`src/hsl_to_rgb_converter_core_assert.svh`:
```
// assertion macros shared by the hsl to rgb converter core and its divider
`ifndef HSL_TO_RGB_CONVERTER_CORE_ASSERT_SVH
`define HSL_TO_RGB_CONVERTER_CORE_ASSERT_SVH

// same-cycle implication, sampled on clk, off during rst
`define HSLC_ASSERT_IMP(label, ante, cons) \
  label: assert property (@(posedge clk) disable iff (rst) (ante) |-> (cons)) \
    else $error("hslc: check failed");

// next-cycle implication, sampled on clk, off during rst
`define HSLC_ASSERT_NXT(label, ante, cons) \
  label: assert property (@(posedge clk) disable iff (rst) (ante) |=> (cons)) \
    else $error("hslc: check failed");

`endif

```
`src/hslc_pkg.sv`:
```
// shared types and constants of the hsl to rgb converter
`timescale 1ns / 1ps

package hslc_pkg;

  // fixed field widths
  localparam int HUE_IN_W   = 13;
  localparam int LEVEL_IN_W = 16;
  localparam int CHAN_W     = 8;

  // hue geometry in whole degrees
  localparam int SECTOR_DEG   = 60;
  localparam int FULL_DEG     = 360;
  localparam int SECTOR_COUNT = 6;
  // odd factor of a sector: 60 = 15 * 4
  localparam int SECTOR_ODD   = 15;

  // hue sector, named after the colour it starts at
  typedef enum logic [2:0] {
    SECT_RED     = 3'd0,
    SECT_YELLOW  = 3'd1,
    SECT_GREEN   = 3'd2,
    SECT_CYAN    = 3'd3,
    SECT_BLUE    = 3'd4,
    SECT_MAGENTA = 3'd5
  } sector_t;

endpackage

```
`src/hslc_hsl_if.sv`:
```
// handshake channel carrying one hsl word
`timescale 1ns / 1ps

interface hslc_hsl_if;
  import hslc_pkg::*;

  logic                  valid;
  logic                  ready;
  logic [HUE_IN_W-1:0]   hue_sixteenths;
  logic [LEVEL_IN_W-1:0] saturation;
  logic [LEVEL_IN_W-1:0] lightness;

  modport source (output valid, output hue_sixteenths, output saturation,
                  output lightness, input ready);
  modport sink (input valid, input hue_sixteenths, input saturation,
                input lightness, output ready);
endinterface

```
`src/hslc_rgb_if.sv`:
```
// handshake channel carrying one rgb word
`timescale 1ns / 1ps

interface hslc_rgb_if;
  import hslc_pkg::*;

  logic              valid;
  logic              ready;
  logic [CHAN_W-1:0] red;
  logic [CHAN_W-1:0] green;
  logic [CHAN_W-1:0] blue;

  modport source (output valid, output red, output green, output blue, input ready);
  modport sink (input valid, input red, input green, input blue, output ready);
endinterface

```
`src/hslc_front.sv`:
```
// front stages: clamping, hue sector split, lightness span and chroma
`timescale 1ns / 1ps

module hslc_front #(
  parameter int HUE_FRAC_BITS   = 4,
  parameter int LEVEL_FRAC_BITS = 15,
  localparam int LV_W = LEVEL_FRAC_BITS + 1,
  localparam int W_W  = $clog2((hslc_pkg::SECTOR_DEG << HUE_FRAC_BITS) + 1)
) (
  input  logic                             clk,
  input  logic                             rst,
  input  logic                             in_valid,
  output logic                             in_ready,
  input  logic [hslc_pkg::HUE_IN_W-1:0]    hue,
  input  logic [hslc_pkg::LEVEL_IN_W-1:0]  sat,
  input  logic [hslc_pkg::LEVEL_IN_W-1:0]  lit,
  output logic                             out_valid,
  input  logic                             out_ready,
  output logic [LV_W-1:0]                  chroma,
  output logic [W_W-1:0]                   weight,
  output hslc_pkg::sector_t                sector,
  output logic [LV_W-1:0]                  level,
  output logic                             black
);
  import hslc_pkg::*;

  localparam logic [31:0] PER  = 32'(SECTOR_DEG) << HUE_FRAC_BITS;
  localparam logic [31:0] FULL = 32'(FULL_DEG) << HUE_FRAC_BITS;
  localparam logic [31:0] ONE  = 32'(1) << LEVEL_FRAC_BITS;
  localparam int R_W = $clog2(SECTOR_DEG << HUE_FRAC_BITS);
  localparam logic [LV_W:0] ONE_X = (LV_W + 1)'(1) << LEVEL_FRAC_BITS;

  // stage 1 combinational
  logic [31:0]     hue_x;
  logic [31:0]     sat_x;
  logic [31:0]     lit_x;
  logic [31:0]     base;
  logic [2:0]      idx;
  logic            black_c;
  logic [LV_W-1:0] sat_c;
  logic [LV_W-1:0] lit_c;
  logic [LV_W:0]   lit2;
  logic [LV_W:0]   lit_dev;
  logic [LV_W-1:0] span_c;
  sector_t         sect_c;
  logic [R_W-1:0]  rem_c;

  // stage 1 registers
  logic            v1;
  logic            en1;
  sector_t         sect1;
  logic [R_W-1:0]  rem1;
  logic [LV_W-1:0] span1;
  logic [LV_W-1:0] sat1;
  logic [LV_W-1:0] lit1;
  logic            black1;

  // stage 2 combinational
  logic            en2;
  logic [2*LV_W-1:0] prod_c;
  logic [LV_W-1:0] chroma_c;
  logic [W_W-1:0]  weight_c;

  // stage enables: a stage moves when it is empty or its successor moves
  assign en2      = !out_valid || out_ready;
  assign en1      = !v1 || en2;
  assign in_ready = en1;

  // clamp, sector split and lightness span
  always_comb begin
    hue_x   = 32'(hue);
    sat_x   = 32'(sat);
    lit_x   = 32'(lit);
    black_c = hue_x > FULL;
    sat_c   = (sat_x > ONE) ? LV_W'(ONE) : LV_W'(sat_x);
    lit_c   = (lit_x > ONE) ? LV_W'(ONE) : LV_W'(lit_x);
    idx     = 3'd0;
    base    = 32'd0;
    for (int j = 1; j <= SECTOR_COUNT; j++) begin
      if (hue_x >= 32'(j) * PER) begin
        idx  = 3'(j);
        base = 32'(j) * PER;
      end
    end
    // a full turn wraps to the red sector with no remainder
    sect_c  = (idx == 3'(SECTOR_COUNT)) ? SECT_RED : sector_t'(idx);
    rem_c   = R_W'(hue_x - base);
    lit2    = {lit_c, 1'b0};
    lit_dev = (lit2 >= ONE_X) ? (lit2 - ONE_X) : (ONE_X - lit2);
    span_c  = LV_W'(ONE_X - lit_dev);
  end

  // stage 1 valid
  always_ff @(posedge clk) begin
    if (rst) begin
      v1 <= 1'b0;
    end else if (en1) begin
      v1 <= in_valid;
    end
  end

  // stage 1 payload
  always_ff @(posedge clk) begin
    if (en1) begin
      sect1  <= sect_c;
      rem1   <= rem_c;
      span1  <= span_c;
      sat1   <= sat_c;
      lit1   <= lit_c;
      black1 <= black_c;
    end
  end

  // chroma and secondary weight
  always_comb begin
    prod_c   = (2*LV_W)'(span1) * (2*LV_W)'(sat1);
    chroma_c = prod_c[LEVEL_FRAC_BITS +: LV_W];
    // odd sectors fall from full weight, even sectors rise from zero
    weight_c = sect1[0] ? (W_W'(PER) - W_W'(rem1)) : W_W'(rem1);
  end

  // stage 2 valid
  always_ff @(posedge clk) begin
    if (rst) begin
      out_valid <= 1'b0;
    end else if (en2) begin
      out_valid <= v1;
    end
  end

  // stage 2 payload
  always_ff @(posedge clk) begin
    if (en2) begin
      chroma <= chroma_c;
      weight <= weight_c;
      sector <= sect1;
      level  <= lit1;
      black  <= black1;
    end
  end

endmodule

```
`src/hslc_div.sv`:
```
// secondary component: chroma times weight over one sector, then doubled levels
`timescale 1ns / 1ps
`include "hsl_to_rgb_converter_core_assert.svh"

module hslc_div #(
  parameter int HUE_FRAC_BITS   = 4,
  parameter int LEVEL_FRAC_BITS = 15,
  localparam int LV_W = LEVEL_FRAC_BITS + 1,
  localparam int W_W  = $clog2((hslc_pkg::SECTOR_DEG << HUE_FRAC_BITS) + 1),
  localparam int V_W  = LEVEL_FRAC_BITS + 2
) (
  input  logic              clk,
  input  logic              rst,
  input  logic              in_valid,
  output logic              in_ready,
  input  logic [LV_W-1:0]   chroma,
  input  logic [W_W-1:0]    weight,
  input  hslc_pkg::sector_t sector,
  input  logic [LV_W-1:0]   level,
  input  logic              black,
  output logic              out_valid,
  input  logic              out_ready,
  output logic [V_W-1:0]    vc2,
  output logic [V_W-1:0]    vx2,
  output logic [V_W-1:0]    m2,
  output hslc_pkg::sector_t sector_out,
  output logic              black_out
);
  import hslc_pkg::*;

  localparam int P_W = LV_W + W_W;
  // quotient input after the power-of-two part of a sector is shifted out
  localparam int A_W = LV_W + 4;
  localparam logic [A_W-1:0] RECIP = A_W'((64'(1) << A_W) / 64'(SECTOR_ODD));
  localparam logic [A_W-1:0] ODD_A = A_W'(SECTOR_ODD);

  logic en3;
  logic en4;
  logic en5;

  // stage 3
  logic            v3;
  logic [P_W-1:0]  prod3;
  logic [V_W-1:0]  m2_3;
  logic [LV_W-1:0] chroma3;
  sector_t         sect3;
  logic            black3;

  // stage 4
  logic              v4;
  logic [A_W-1:0]    a_c;
  logic [2*A_W-1:0]  qp_c;
  logic [A_W-1:0]    a4;
  logic [LV_W-1:0]   q4;
  logic [V_W-1:0]    m2_4;
  logic [LV_W-1:0]   chroma4;
  sector_t           sect4;
  logic              black4;

  // stage 5 combinational
  logic [A_W-1:0]  q15_c;
  logic [A_W-1:0]  rem_c;
  logic [LV_W-1:0] second_c;

  assign en5      = !out_valid || out_ready;
  assign en4      = !v4 || en5;
  assign en3      = !v3 || en4;
  assign in_ready = en3;

  // valid bits
  always_ff @(posedge clk) begin
    if (rst) begin
      v3        <= 1'b0;
      v4        <= 1'b0;
      out_valid <= 1'b0;
    end else begin
      if (en3) begin
        v3 <= in_valid;
      end
      if (en4) begin
        v4 <= v3;
      end
      if (en5) begin
        out_valid <= v4;
      end
    end
  end

  // stage 3: weighted chroma and doubled offset
  always_ff @(posedge clk) begin
    if (en3) begin
      prod3   <= P_W'(chroma) * P_W'(weight);
      m2_3    <= V_W'({level, 1'b0}) - V_W'(chroma);
      chroma3 <= chroma;
      sect3   <= sector;
      black3  <= black;
    end
  end

  // stage 4: estimate quotient by the odd factor with a reciprocal
  always_comb begin
    a_c  = prod3[HUE_FRAC_BITS + 2 +: A_W];
    qp_c = (2*A_W)'(a_c) * (2*A_W)'(RECIP);
  end

  always_ff @(posedge clk) begin
    if (en4) begin
      a4      <= a_c;
      q4      <= qp_c[A_W +: LV_W];
      m2_4    <= m2_3;
      chroma4 <= chroma3;
      sect4   <= sect3;
      black4  <= black3;
    end
  end

  // stage 5: one correction step, then doubled channel levels
  always_comb begin
    q15_c    = A_W'({q4, 4'd0}) - A_W'(q4);
    rem_c    = a4 - q15_c;
    second_c = (rem_c >= ODD_A) ? (q4 + LV_W'(1)) : q4;
  end

  always_ff @(posedge clk) begin
    if (en5) begin
      vc2        <= m2_4 + V_W'({chroma4, 1'b0});
      vx2        <= m2_4 + V_W'({second_c, 1'b0});
      m2         <= m2_4;
      sector_out <= sect4;
      black_out  <= black4;
    end
  end

  // the reciprocal estimate is never more than one below the quotient
  `HSLC_ASSERT_IMP(a_quot_close, v4, rem_c < (ODD_A + ODD_A))
  // offset, secondary and primary levels are ordered for a real hue
  `HSLC_ASSERT_IMP(a_level_order, out_valid && !black_out, (m2 <= vx2) && (vx2 <= vc2))
  // a held word keeps its levels while the next stage is blocked
  `HSLC_ASSERT_NXT(a_hold_levels, out_valid && !out_ready,
                   out_valid && $stable(vc2) && $stable(vx2) && $stable(m2))

endmodule

```
`src/hsl_to_rgb_converter_core.sv`:
```
// HSL to RGB converter: one pixel per clock while rgb.ready is high, through a six-stage
// pipeline. A word taken on hsl passes each stage register in turn to rgb; every stage holds
// its own valid bit and moves when it is empty or its successor moves, so hsl.ready stays high
// while any stage is free, and the sustained rate is one word per clock. The stages are: clamp
// and sector split, chroma multiply, weighted chroma multiply, reciprocal quotient, correction
// and doubled levels, and scaling to 8 bits with channel placement in the output register.
// A hue above a full turn gives black; saturation and lightness above 1.0 are clamped.
`timescale 1ns / 1ps
`include "hsl_to_rgb_converter_core_assert.svh"

module hsl_to_rgb_converter_core #(
  parameter int HUE_FRAC_BITS   = 4,
  parameter int LEVEL_FRAC_BITS = 15
) (
  input logic         clk,
  input logic         rst,
  hslc_hsl_if.sink    hsl,
  hslc_rgb_if.source  rgb
);
  import hslc_pkg::*;

  localparam int LV_W = LEVEL_FRAC_BITS + 1;
  localparam int W_W  = $clog2((SECTOR_DEG << HUE_FRAC_BITS) + 1);
  localparam int V_W  = LEVEL_FRAC_BITS + 2;

  // front to divider
  logic            f_valid;
  logic            f_ready;
  logic [LV_W-1:0] f_chroma;
  logic [W_W-1:0]  f_weight;
  sector_t         f_sector;
  logic [LV_W-1:0] f_level;
  logic            f_black;

  // divider to output stage
  logic           d_valid;
  logic           d_ready;
  logic [V_W-1:0] d_vc2;
  logic [V_W-1:0] d_vx2;
  logic [V_W-1:0] d_m2;
  sector_t        d_sector;
  logic           d_black;

  // output stage
  logic              out_valid;
  logic [CHAN_W-1:0] red;
  logic [CHAN_W-1:0] green;
  logic [CHAN_W-1:0] blue;
  logic [CHAN_W-1:0] bc;
  logic [CHAN_W-1:0] bx;
  logic [CHAN_W-1:0] bm;
  logic [CHAN_W-1:0] red_c;
  logic [CHAN_W-1:0] green_c;
  logic [CHAN_W-1:0] blue_c;

  // scale a doubled level by 255 over two, truncating
  function automatic logic [CHAN_W-1:0] to_byte(input logic [V_W-1:0] v);
    logic [V_W+7:0] sc;
    logic [8:0]     b9;
    sc = {v, 8'd0} - (V_W + 8)'(v);
    b9 = sc[LEVEL_FRAC_BITS + 1 +: 9];
    return b9[8] ? 8'hFF : b9[7:0];
  endfunction

  hslc_front #(
    .HUE_FRAC_BITS   (HUE_FRAC_BITS),
    .LEVEL_FRAC_BITS (LEVEL_FRAC_BITS)
  ) u_front (
    .clk       (clk),
    .rst       (rst),
    .in_valid  (hsl.valid),
    .in_ready  (hsl.ready),
    .hue       (hsl.hue_sixteenths),
    .sat       (hsl.saturation),
    .lit       (hsl.lightness),
    .out_valid (f_valid),
    .out_ready (f_ready),
    .chroma    (f_chroma),
    .weight    (f_weight),
    .sector    (f_sector),
    .level     (f_level),
    .black     (f_black)
  );

  hslc_div #(
    .HUE_FRAC_BITS   (HUE_FRAC_BITS),
    .LEVEL_FRAC_BITS (LEVEL_FRAC_BITS)
  ) u_div (
    .clk        (clk),
    .rst        (rst),
    .in_valid   (f_valid),
    .in_ready   (f_ready),
    .chroma     (f_chroma),
    .weight     (f_weight),
    .sector     (f_sector),
    .level      (f_level),
    .black      (f_black),
    .out_valid  (d_valid),
    .out_ready  (d_ready),
    .vc2        (d_vc2),
    .vx2        (d_vx2),
    .m2         (d_m2),
    .sector_out (d_sector),
    .black_out  (d_black)
  );

  assign d_ready = !out_valid || rgb.ready;

  // scale and place the three levels by sector
  always_comb begin
    bc = to_byte(d_vc2);
    bx = to_byte(d_vx2);
    bm = to_byte(d_m2);
    case (d_sector)
      SECT_RED: begin
        red_c = bc; green_c = bx; blue_c = bm;
      end
      SECT_YELLOW: begin
        red_c = bx; green_c = bc; blue_c = bm;
      end
      SECT_GREEN: begin
        red_c = bm; green_c = bc; blue_c = bx;
      end
      SECT_CYAN: begin
        red_c = bm; green_c = bx; blue_c = bc;
      end
      SECT_BLUE: begin
        red_c = bx; green_c = bm; blue_c = bc;
      end
      default: begin
        red_c = bc; green_c = bm; blue_c = bx;
      end
    endcase
    if (d_black) begin
      red_c   = '0;
      green_c = '0;
      blue_c  = '0;
    end
  end

  // output valid
  always_ff @(posedge clk) begin
    if (rst) begin
      out_valid <= 1'b0;
    end else if (d_ready) begin
      out_valid <= d_valid;
    end
  end

  // output word
  always_ff @(posedge clk) begin
    if (d_ready) begin
      red   <= red_c;
      green <= green_c;
      blue  <= blue_c;
    end
  end

  assign rgb.valid = out_valid;
  assign rgb.red   = red;
  assign rgb.green = green;
  assign rgb.blue  = blue;

  // a word taken from the divider shows up on the output
  `HSLC_ASSERT_NXT(a_out_follows, d_valid && d_ready, rgb.valid)
  // a hue past a full turn leaves as black
  `HSLC_ASSERT_NXT(a_black_zero, d_valid && d_ready && d_black,
                   rgb.red == '0 && rgb.green == '0 && rgb.blue == '0)
  // in the red sector red leads and blue trails
  `HSLC_ASSERT_NXT(a_red_order, d_valid && d_ready && !d_black && d_sector == SECT_RED,
                   rgb.red >= rgb.green && rgb.green >= rgb.blue)

endmodule
```
`src/flat_wrapper.sv`:
```
// flat-port wrapper written by rule: the top's interface ports become plain ports
module hsl_to_rgb_converter_core_flat import hslc_pkg::*;
#(
  parameter int HUE_FRAC_BITS   = 4,
  parameter int LEVEL_FRAC_BITS = 15
)
  (clk, rst, hsl_valid, hsl_hue_sixteenths, hsl_saturation, hsl_lightness, hsl_ready, rgb_valid, rgb_red, rgb_green, rgb_blue, rgb_ready);
  hslc_hsl_if hsl_i ();
  hslc_rgb_if rgb_i ();
  input logic clk;
  input logic rst;
  input wire logic [$bits(hsl_i.valid)-1:0] hsl_valid;
  input wire logic [$bits(hsl_i.hue_sixteenths)-1:0] hsl_hue_sixteenths;
  input wire logic [$bits(hsl_i.saturation)-1:0] hsl_saturation;
  input wire logic [$bits(hsl_i.lightness)-1:0] hsl_lightness;
  output wire logic [$bits(hsl_i.ready)-1:0] hsl_ready;
  output wire logic [$bits(rgb_i.valid)-1:0] rgb_valid;
  output wire logic [$bits(rgb_i.red)-1:0] rgb_red;
  output wire logic [$bits(rgb_i.green)-1:0] rgb_green;
  output wire logic [$bits(rgb_i.blue)-1:0] rgb_blue;
  input wire logic [$bits(rgb_i.ready)-1:0] rgb_ready;
  assign hsl_i.valid = hsl_valid;
  assign hsl_i.hue_sixteenths = hsl_hue_sixteenths;
  assign hsl_i.saturation = hsl_saturation;
  assign hsl_i.lightness = hsl_lightness;
  assign hsl_ready = hsl_i.ready;
  assign rgb_valid = rgb_i.valid;
  assign rgb_red = rgb_i.red;
  assign rgb_green = rgb_i.green;
  assign rgb_blue = rgb_i.blue;
  assign rgb_i.ready = rgb_ready;
  hsl_to_rgb_converter_core #(.HUE_FRAC_BITS(HUE_FRAC_BITS), .LEVEL_FRAC_BITS(LEVEL_FRAC_BITS)) u_core (.clk(clk), .rst(rst), .hsl(hsl_i), .rgb(rgb_i));
endmodule
```
`config.mk`:
```
export PLATFORM = sky130hd
export DESIGN_NAME = hsl_to_rgb_converter_core_flat
export DESIGN_NICKNAME = d
export VERILOG_FILES = /design/src/hslc_pkg.sv /design/src/hslc_hsl_if.sv /design/src/hslc_rgb_if.sv /design/src/hslc_front.sv /design/src/hslc_div.sv /design/src/hsl_to_rgb_converter_core.sv /design/src/flat_wrapper.sv
export VERILOG_INCLUDE_DIRS = /design/src /design/src/src
export SDC_FILE = /design/constraint.sdc
export NUM_CORES = 2
export LEC_CHECK = 0
export ABC_CLOCK_PERIOD_IN_PS = 18200
export BUFFER_PORTS_ARGS = -buffer_cell sky130_fd_sc_hd__buf_2
export CORE_MARGIN = 3
export CORE_UTILIZATION = 32
export CTS_CLUSTER_SIZE = 10
export DETAILED_ROUTE_END_ITERATION = 10
export GPL_TIMING_DRIVEN = 0
export PLACE_DENSITY_LB_ADDON = 0.08
export SKIP_LAST_GASP = 1
export SLEW_MARGIN = 15
export SYNTH_ARGS = -nofsm -noshare
export SYNTH_HDL_FRONTEND = slang
export SYNTH_SLANG_ARGS = --single-unit
```
`constraint.sdc`:
```
create_clock -name clk -period 18.2 [get_ports clk]
set_input_delay 0.91 -clock clk [delete_from_list [all_inputs] [get_ports clk]]
set_output_delay 0.91 -clock clk [all_outputs]
set_load 0.03 [all_outputs]
```
# --- After elaboration in Yosys (flattened, before gate mapping) ---
# Cells that the tools add are included.
totals:
  reg_bits: 329
  inputBits: 49
  elab_cells: 110
  output_inout_bits: 26
classes:
  n_reduce_logical: 19
  magnitude_cmp: 11
  mul: 3
  addsub: 14
  mux: 22
  eq_ne: 5
op_table:
  columns: ["cell", "n"]
  rows:
  - ["25-bit by 17-bit subtractor with 25-bit output", 3]
  - ["10-bit two-way mux", 7]
  - ["16-bit two-way mux", 3]
  - ["8-bit one-hot mux with 2 select lines", 3]
  - ["20-bit by 17-bit multiplier with 36-bit output (second input constant)", 1]
  - ["17-bit adder", 2]
  - ["16-bit > comparator (second input constant)", 2]
  - ["16-bit subtractor (first input constant)", 2]
  - ["16-bit by 16-bit multiplier with 31-bit output", 1]
  - ["13-bit by 12-bit greater-or-equal comparator with 1-bit output (second input constant)", 2]
  - ["13-bit greater-or-equal comparator (second input constant)", 2]
  - ["16-bit by 10-bit multiplier with 26-bit output", 1]
  - ["8-bit two-way mux", 3]
  - ["20-bit by 4-bit greater-or-equal comparator with 1-bit output (second input constant)", 1]
  - ["20-bit by 16-bit subtractor with 20-bit output", 1]
  - ["20-bit subtractor", 1]
  - ["17-bit by 16-bit greater-or-equal comparator with 1-bit output (second input constant)", 1]
  - ["17-bit by 16-bit subtractor with 17-bit output", 1]
  - ["16-bit by 1-bit adder with 16-bit output (second input constant)", 1]
  - ["16-bit subtractor (second input constant)", 1]
  - ["3-bit two-way mux", 5]
  - ["13-bit by 10-bit greater-or-equal comparator with 1-bit output (second input constant)", 1]
  - ["13-bit by 11-bit greater-or-equal comparator with 1-bit output (second input constant)", 1]
  - ["13-bit > comparator (second input constant)", 1]
  - ["other kinds (10)", 27]

# --- Depth between registers and ports, before layout ---
depth:
  depth_word: 8
  mapped_depth: 26
  mapped_depth_nobuf: 25

# --- Hierarchy ---
# A second synthesis with hierarchy kept.
hier_totals:
  hier_cells: 3132
  area_unflattened_um2: 32057.0
by_module_without_submodules:
  columns: ["mod", "area_per_inst_um2", "cells_each", "instances", "seq_area_each_um2"]
  rows:
  - ["hslc_div", 16697.3, 1556, 1, 5495.3]
  - ["hslc_front", 12107.9, 1182, 1, 3223.1]
  - ["hsl_to_rgb_converter_core", 3251.9, 394, 1, 740.7]

# --- Least setup slack after synthesis ---
# Ideal clock, no wire load.
synth_path:
  path_kind: "flip-flop to flip-flop"
  startpoint: "register u_core.u_front.span1[8]"
  endpoint: "register u_core.u_front.chroma[14], data pin"
  required_time_ns: 17.942
  stages_incl_launch_ff: 24
  slack_ns: 11.674
  arrival_time_ns: 6.268
  synth_period_minus_slack_ns: 6.526
  setup_time_ns: 0.258
  path_buffers: 1
  path_cell_list: "edfxtp_1 -> clkbuf_1 -> and2_1 -> fa_1 -> inv_1 -> fa_1 -> fa_1 -> fa_1 -> inv_1 -> fa_1 -> inv_1 -> fa_1 -> inv_1 -> ha_1 -> or4_1 -> o221ai_1 -> a21oi_1 -> o41a_1 -> o41a_1 -> a21o_1 -> nand3_1 -> nand2_1 -> a21oi_1 -> xnor2_1"
synth_between:
  elab_chain_cells: 1
synth_lines:
  columns: ["item", "line_no", "rtl"]
  rows:
  - ["start: declaration", "hslc_front.sv:53", "logic [LV_W-1:0] span1;"]
  - ["start signal: assignment", "hslc_front.sv:107", "span1 <= span_c;"]
  - ["16-bit by 16-bit multiplier with 31-bit output", "hslc_front.sv:116", "prod_c = (2*LV_W)'(span1) * (2*LV_W)'(sat1);"]
  - ["net u_core.u_front.prod_c[29]", "hslc_front.sv:60", "logic [2*LV_W-1:0] prod_c;"]
  - ["end signal: assignment", "hslc_front.sv:134", "chroma <= chroma_c;"]
  - ["end: declaration", "hslc_front.sv:19", "output logic [LV_W-1:0] chroma,"]
# The timed path passes the listed nets, and every way through them passes these cells.
# A chain may end at the register's enable or synchronous reset.

# --- Worst setup path in the final report ---
layout_path:
  startpoint: "register u_core.u_front.span1[11]"
  endpoint: "register u_core.u_front.chroma[15], data pin"
# Same word-level chain as after synthesis.

==> parameters.txt <==
Parameter                              Value

Status
  Run status ... finished, final reports clean

CTS
  Setup Fix Bufs, Post-CTS ... 0
  Clock transition at the registers of the reported paths ... 0.06 ns
  Quantity of hold-fixing buffers added after cts ... 0
  Quantity of gates resized following cts ... 0
  TritonCTS clock tree ... yes
  Count of H-tree levels built during CTS ... 2
  Library cell used as clock root buffer ... clkbuf_16
  Maximum clock insertion buffer count ... 3
  Clock latency on the worst-skew pair ... 0.59 ns
  Total clock buffers created by CTS ... 42
  Number of clock sinks ... 317

Global routing
  All-layer global routing usage ... 0.174
  Global-route wire length before repair ... 137000 um
  GRT overflow ... 0
  Number of antenna violations at the first check in global routing ... 3
  Pin count of the biggest net entering global routing ... 57
  Number of global-route vias before repair ... 23085

Drt
  TritonRoute pass-1 iters ... 6
  Antenna Violating Nets Remaining ... 0
  Remaining DRCs ... 0
  DR WL/cell ... between 15 and 20 um
  Initial drt markers ... between 1000 and 1500
  Via density per instance ... ~4.8
  Total via count after detailed routing ... ~22000
  Detailed-route wire length ... ~87000 um

Worst setup path
  Worst path arrival time ... 7.96 ns
  Critical path's most frequent cell ... fa_1
  Required time of the worst setup path ... 18.52 ns
  CP cell instances ... clkbuf_1 > nand2_1 > fa_1 > inv_1 > fa_1 > fa_1 > inv_1 > fa_1 > fa_1 > fa_1 > inv_1 > ha_1 > and3_1 > o221ai_1 > nor4b_2 > o41a_1 > o41a_1 > a21o_1 > nand3_1 > a311oi_1 > xnor2_1
  Worst-path maximum fanout ... 10
  Slowest library cell on the worst path ... nor4b_2
  Count of buffering cells on the critical path with inverters included ... 4
  Family with the most delay on the worst path ... adder cells
  WS Path Type ... register to register
  Worst setup EP type ... register
  Crit start category ... register
  Slowest stage delay, CP ... 0.69 ns

Synth
  Count of flip-flops with a built-in enable after synthesis ... between 300 and 400
  Post-synthesis average cell area ... 10.2 um2
  Dominant cell type by area after synthesis ... edfxtp_1
  Synth warnings ... 0
  Register area share after synthesis ... 0.303
  Mapped Nets ... 3798
  Biggest area contributors in the synthesized netlist ... edfxtp_1, fa_1, ha_1
  Flop and latch count out of synthesis ... 317
  Post-synth top cells ... inv_1, ha_1, fa_1
  Post-synth top area share ... 0.299
  Dominant cell by count in the synthesized netlist ... inv_1
  Async S/R FF share, synth ... 0
  Prevailing post-synth register cell ... edfxtp_1
  Number of distinct library cell variants in the gate-level netlist after synthesis ... 76
  Cells after Synth ... 3059
  Post-synthesis instance area ... ~0.031 mm2

Job
  Max cap viols ... 0

Final layout
  Layout Area Growth over Synthesis ... 11.0%
  Fraction of final layout cells with drive strength greater than 1 ... 0.0526
  Count of filler cells inserted in the layout ... 9704
  Final nets ... 3923
  Area used by sequential logic in the layout ... 0.00946 mm2
  Area of the multi-input gates ... 0.0195 mm2
  Finished Core Util ... 0.362

STA
  Worst Max-Slew Pin Slew ... roughly 1.0 ns
  Largest clock skew in the final design ... around 0.039 ns
  Setup TNS Final ... 0 ns
  Max-Slew Margin vs Limit ... 0.319
  Maximum operating frequency ... around 130 MHz
  Period utilisation layout ... 0.420
  RSZ-0062 raised after global routing ... false
  Hold Violations, Final ... 0
  Slew Limit Fails ... 0
  Final number of setup-violating endpoints ... 0
  Final critical path time including I/O delays and setup ... 7.64 ns

Floorplanning
  Die Span X ... 318 um
  Chip height ... 318 um
  Site row count ... 113
  Initial Util ... 0.326
  Die ar. ... 0.101 mm2
  Core area ... 0.0959 mm2
  Boundary pin count ... 75

Placement
  Estimated wirelength of the detail-placed design ... between 70000 and 80000 um
  Placer Congestion ... ~0.86
  Total of buffers placed on input and output ports ... 72

Hold path
  Min-delay worst type ... register to register
==> area by class of cell <==
type | count | share of cell area
sequential | 317 | 0.273
buffer | 81 | 0.00913
multi-input combinational | 2119 | 0.561
antenna | 1 | 0.0000721
tap | 1265 | 0.0456
inverter | 542 | 0.0587
clock inverter | 19 | 0.00599
clock buffer | 53 | 0.0318
timing repair buffer | 81 | 0.0150
==> registers in the layout (all words and copies together), names as in the netlist, 16 cells and up <==
signal / count
u_core.u_div.vc2: 17
u_core.u_div.q4: 16
u_core.u_front.chroma: 16
u_core.u_div.vx2: 16
u_core.u_div.m2: 16
u_core.u_div.m2_4: 17
u_core.u_div.a4: 20
u_core.u_front.sat1: 16
u_core.u_front.lit1: 16
u_core.u_div.prod3: 20
u_core.u_front.level: 16
u_core.u_div.m2_3: 17
==> cells by family (layout without fill, tap and decap cells) <==
logic type | count (synthesis) | count (layout) | share of synthesized area
muxes | 9 | 9 | 0.00296
buffers and inverters | 623 | 776 | 0.0753
AOI/OAI and AO/OA | 367 | 367 | 0.0771
other | 0 | 1 | 0
DFF | 317 | 317 | 0.303
xor gates and xnor gates | 154 | 154 | 0.0434
and+or+nand+nor | 899 | 899 | 0.144
adders and majority gates | 690 | 690 | 0.355
==> worst reg2reg max path, cell delays in order, from the launching register on <==
cell and delay, ns:
edfxtp_1 0.57, clkbuf_1 0.62, nand2_1 0.19, fa_1 0.58, inv_1 0.05, fa_1 0.47, fa_1 0.52, inv_1 0.05
fa_1 0.47, fa_1 0.54, fa_1 0.56, inv_1 0.04, ha_1 0.33, and3_1 0.17, o221ai_1 0.11, nor4b_2 0.69
o41a_1 0.29, o41a_1 0.23, a21o_1 0.23, nand3_1 0.16, a311oi_1 0.41, xnor2_1 0.10
==> stage by stage <==
step	hold WS, ns	setup slack, ns	instances	cell area [um2]
3_3_place_gp	0.405	10.06	4396	33200
4_1_cts	0.384	10.49	4477	34700
5_1_grt	0.406	10.02	4477	34700
3_5_place_dp	0.405	10.58	4405	33400
2_1_floorplan	0.400	11.67	3059	31200
6_report	0.385	10.56	4478	34700
==> path summary, 6_finish.rpt <==
kind,startpoint,end,slack (ns),cells past startpoint
setup / recovery,u_core.u_front.span1[11]$_DFFE_PP_,u_core.u_front.chroma[15]$_DFFE_PP_,10.56,21
hold reg to reg,u_core.u_front.sector[2]$_DFFE_PP_,u_core.u_div.sect3[2]$_DFFE_PP_,0.38,0
setup reg to reg,u_core.u_front.span1[11]$_DFFE_PP_,u_core.u_front.chroma[15]$_DFFE_PP_,10.56,21
hold / removal,u_core.u_front.sector[2]$_DFFE_PP_,u_core.u_div.sect3[2]$_DFFE_PP_,0.38,0
==> metal layers <==
layer	vias up	GRT usage	wire length (um)
met2	419	0.289	40600
met1	10727	0.243	41500
met3	94	0.0220	3300
met5	-	0	0
li1	10398	-	-
met4	0	0.0384	1850
==> layout by cell type (no fill, tap or decap), types with 9 or more instances in the layout <==
cell type	instances
a21o_1	26
a21oi_1	107
a31oi_1	15
and2_1	186
and3_1	19
buf_2	75
clkbuf_1	85
clkbuf_16	42
edfxtp_1	311
fa_1	326
ha_1	364
inv_1	541
nand2_1	297
nand2b_1	22
nand3_1	39
nand4_1	13
nor2_1	139
nor2b_1	45
nor3_1	55
nor3b_1	9
nor4_1	16
o21a_1	17
o21ai_0	70
o21bai_1	14
o22ai_1	13
or3_1	17
or4_1	9
xnor2_1	128
xor2_1	25
Power is left out: the tool's default activity adds up to more than one toggle a clock period on the data nets, which glitch-free logic cannot reach.
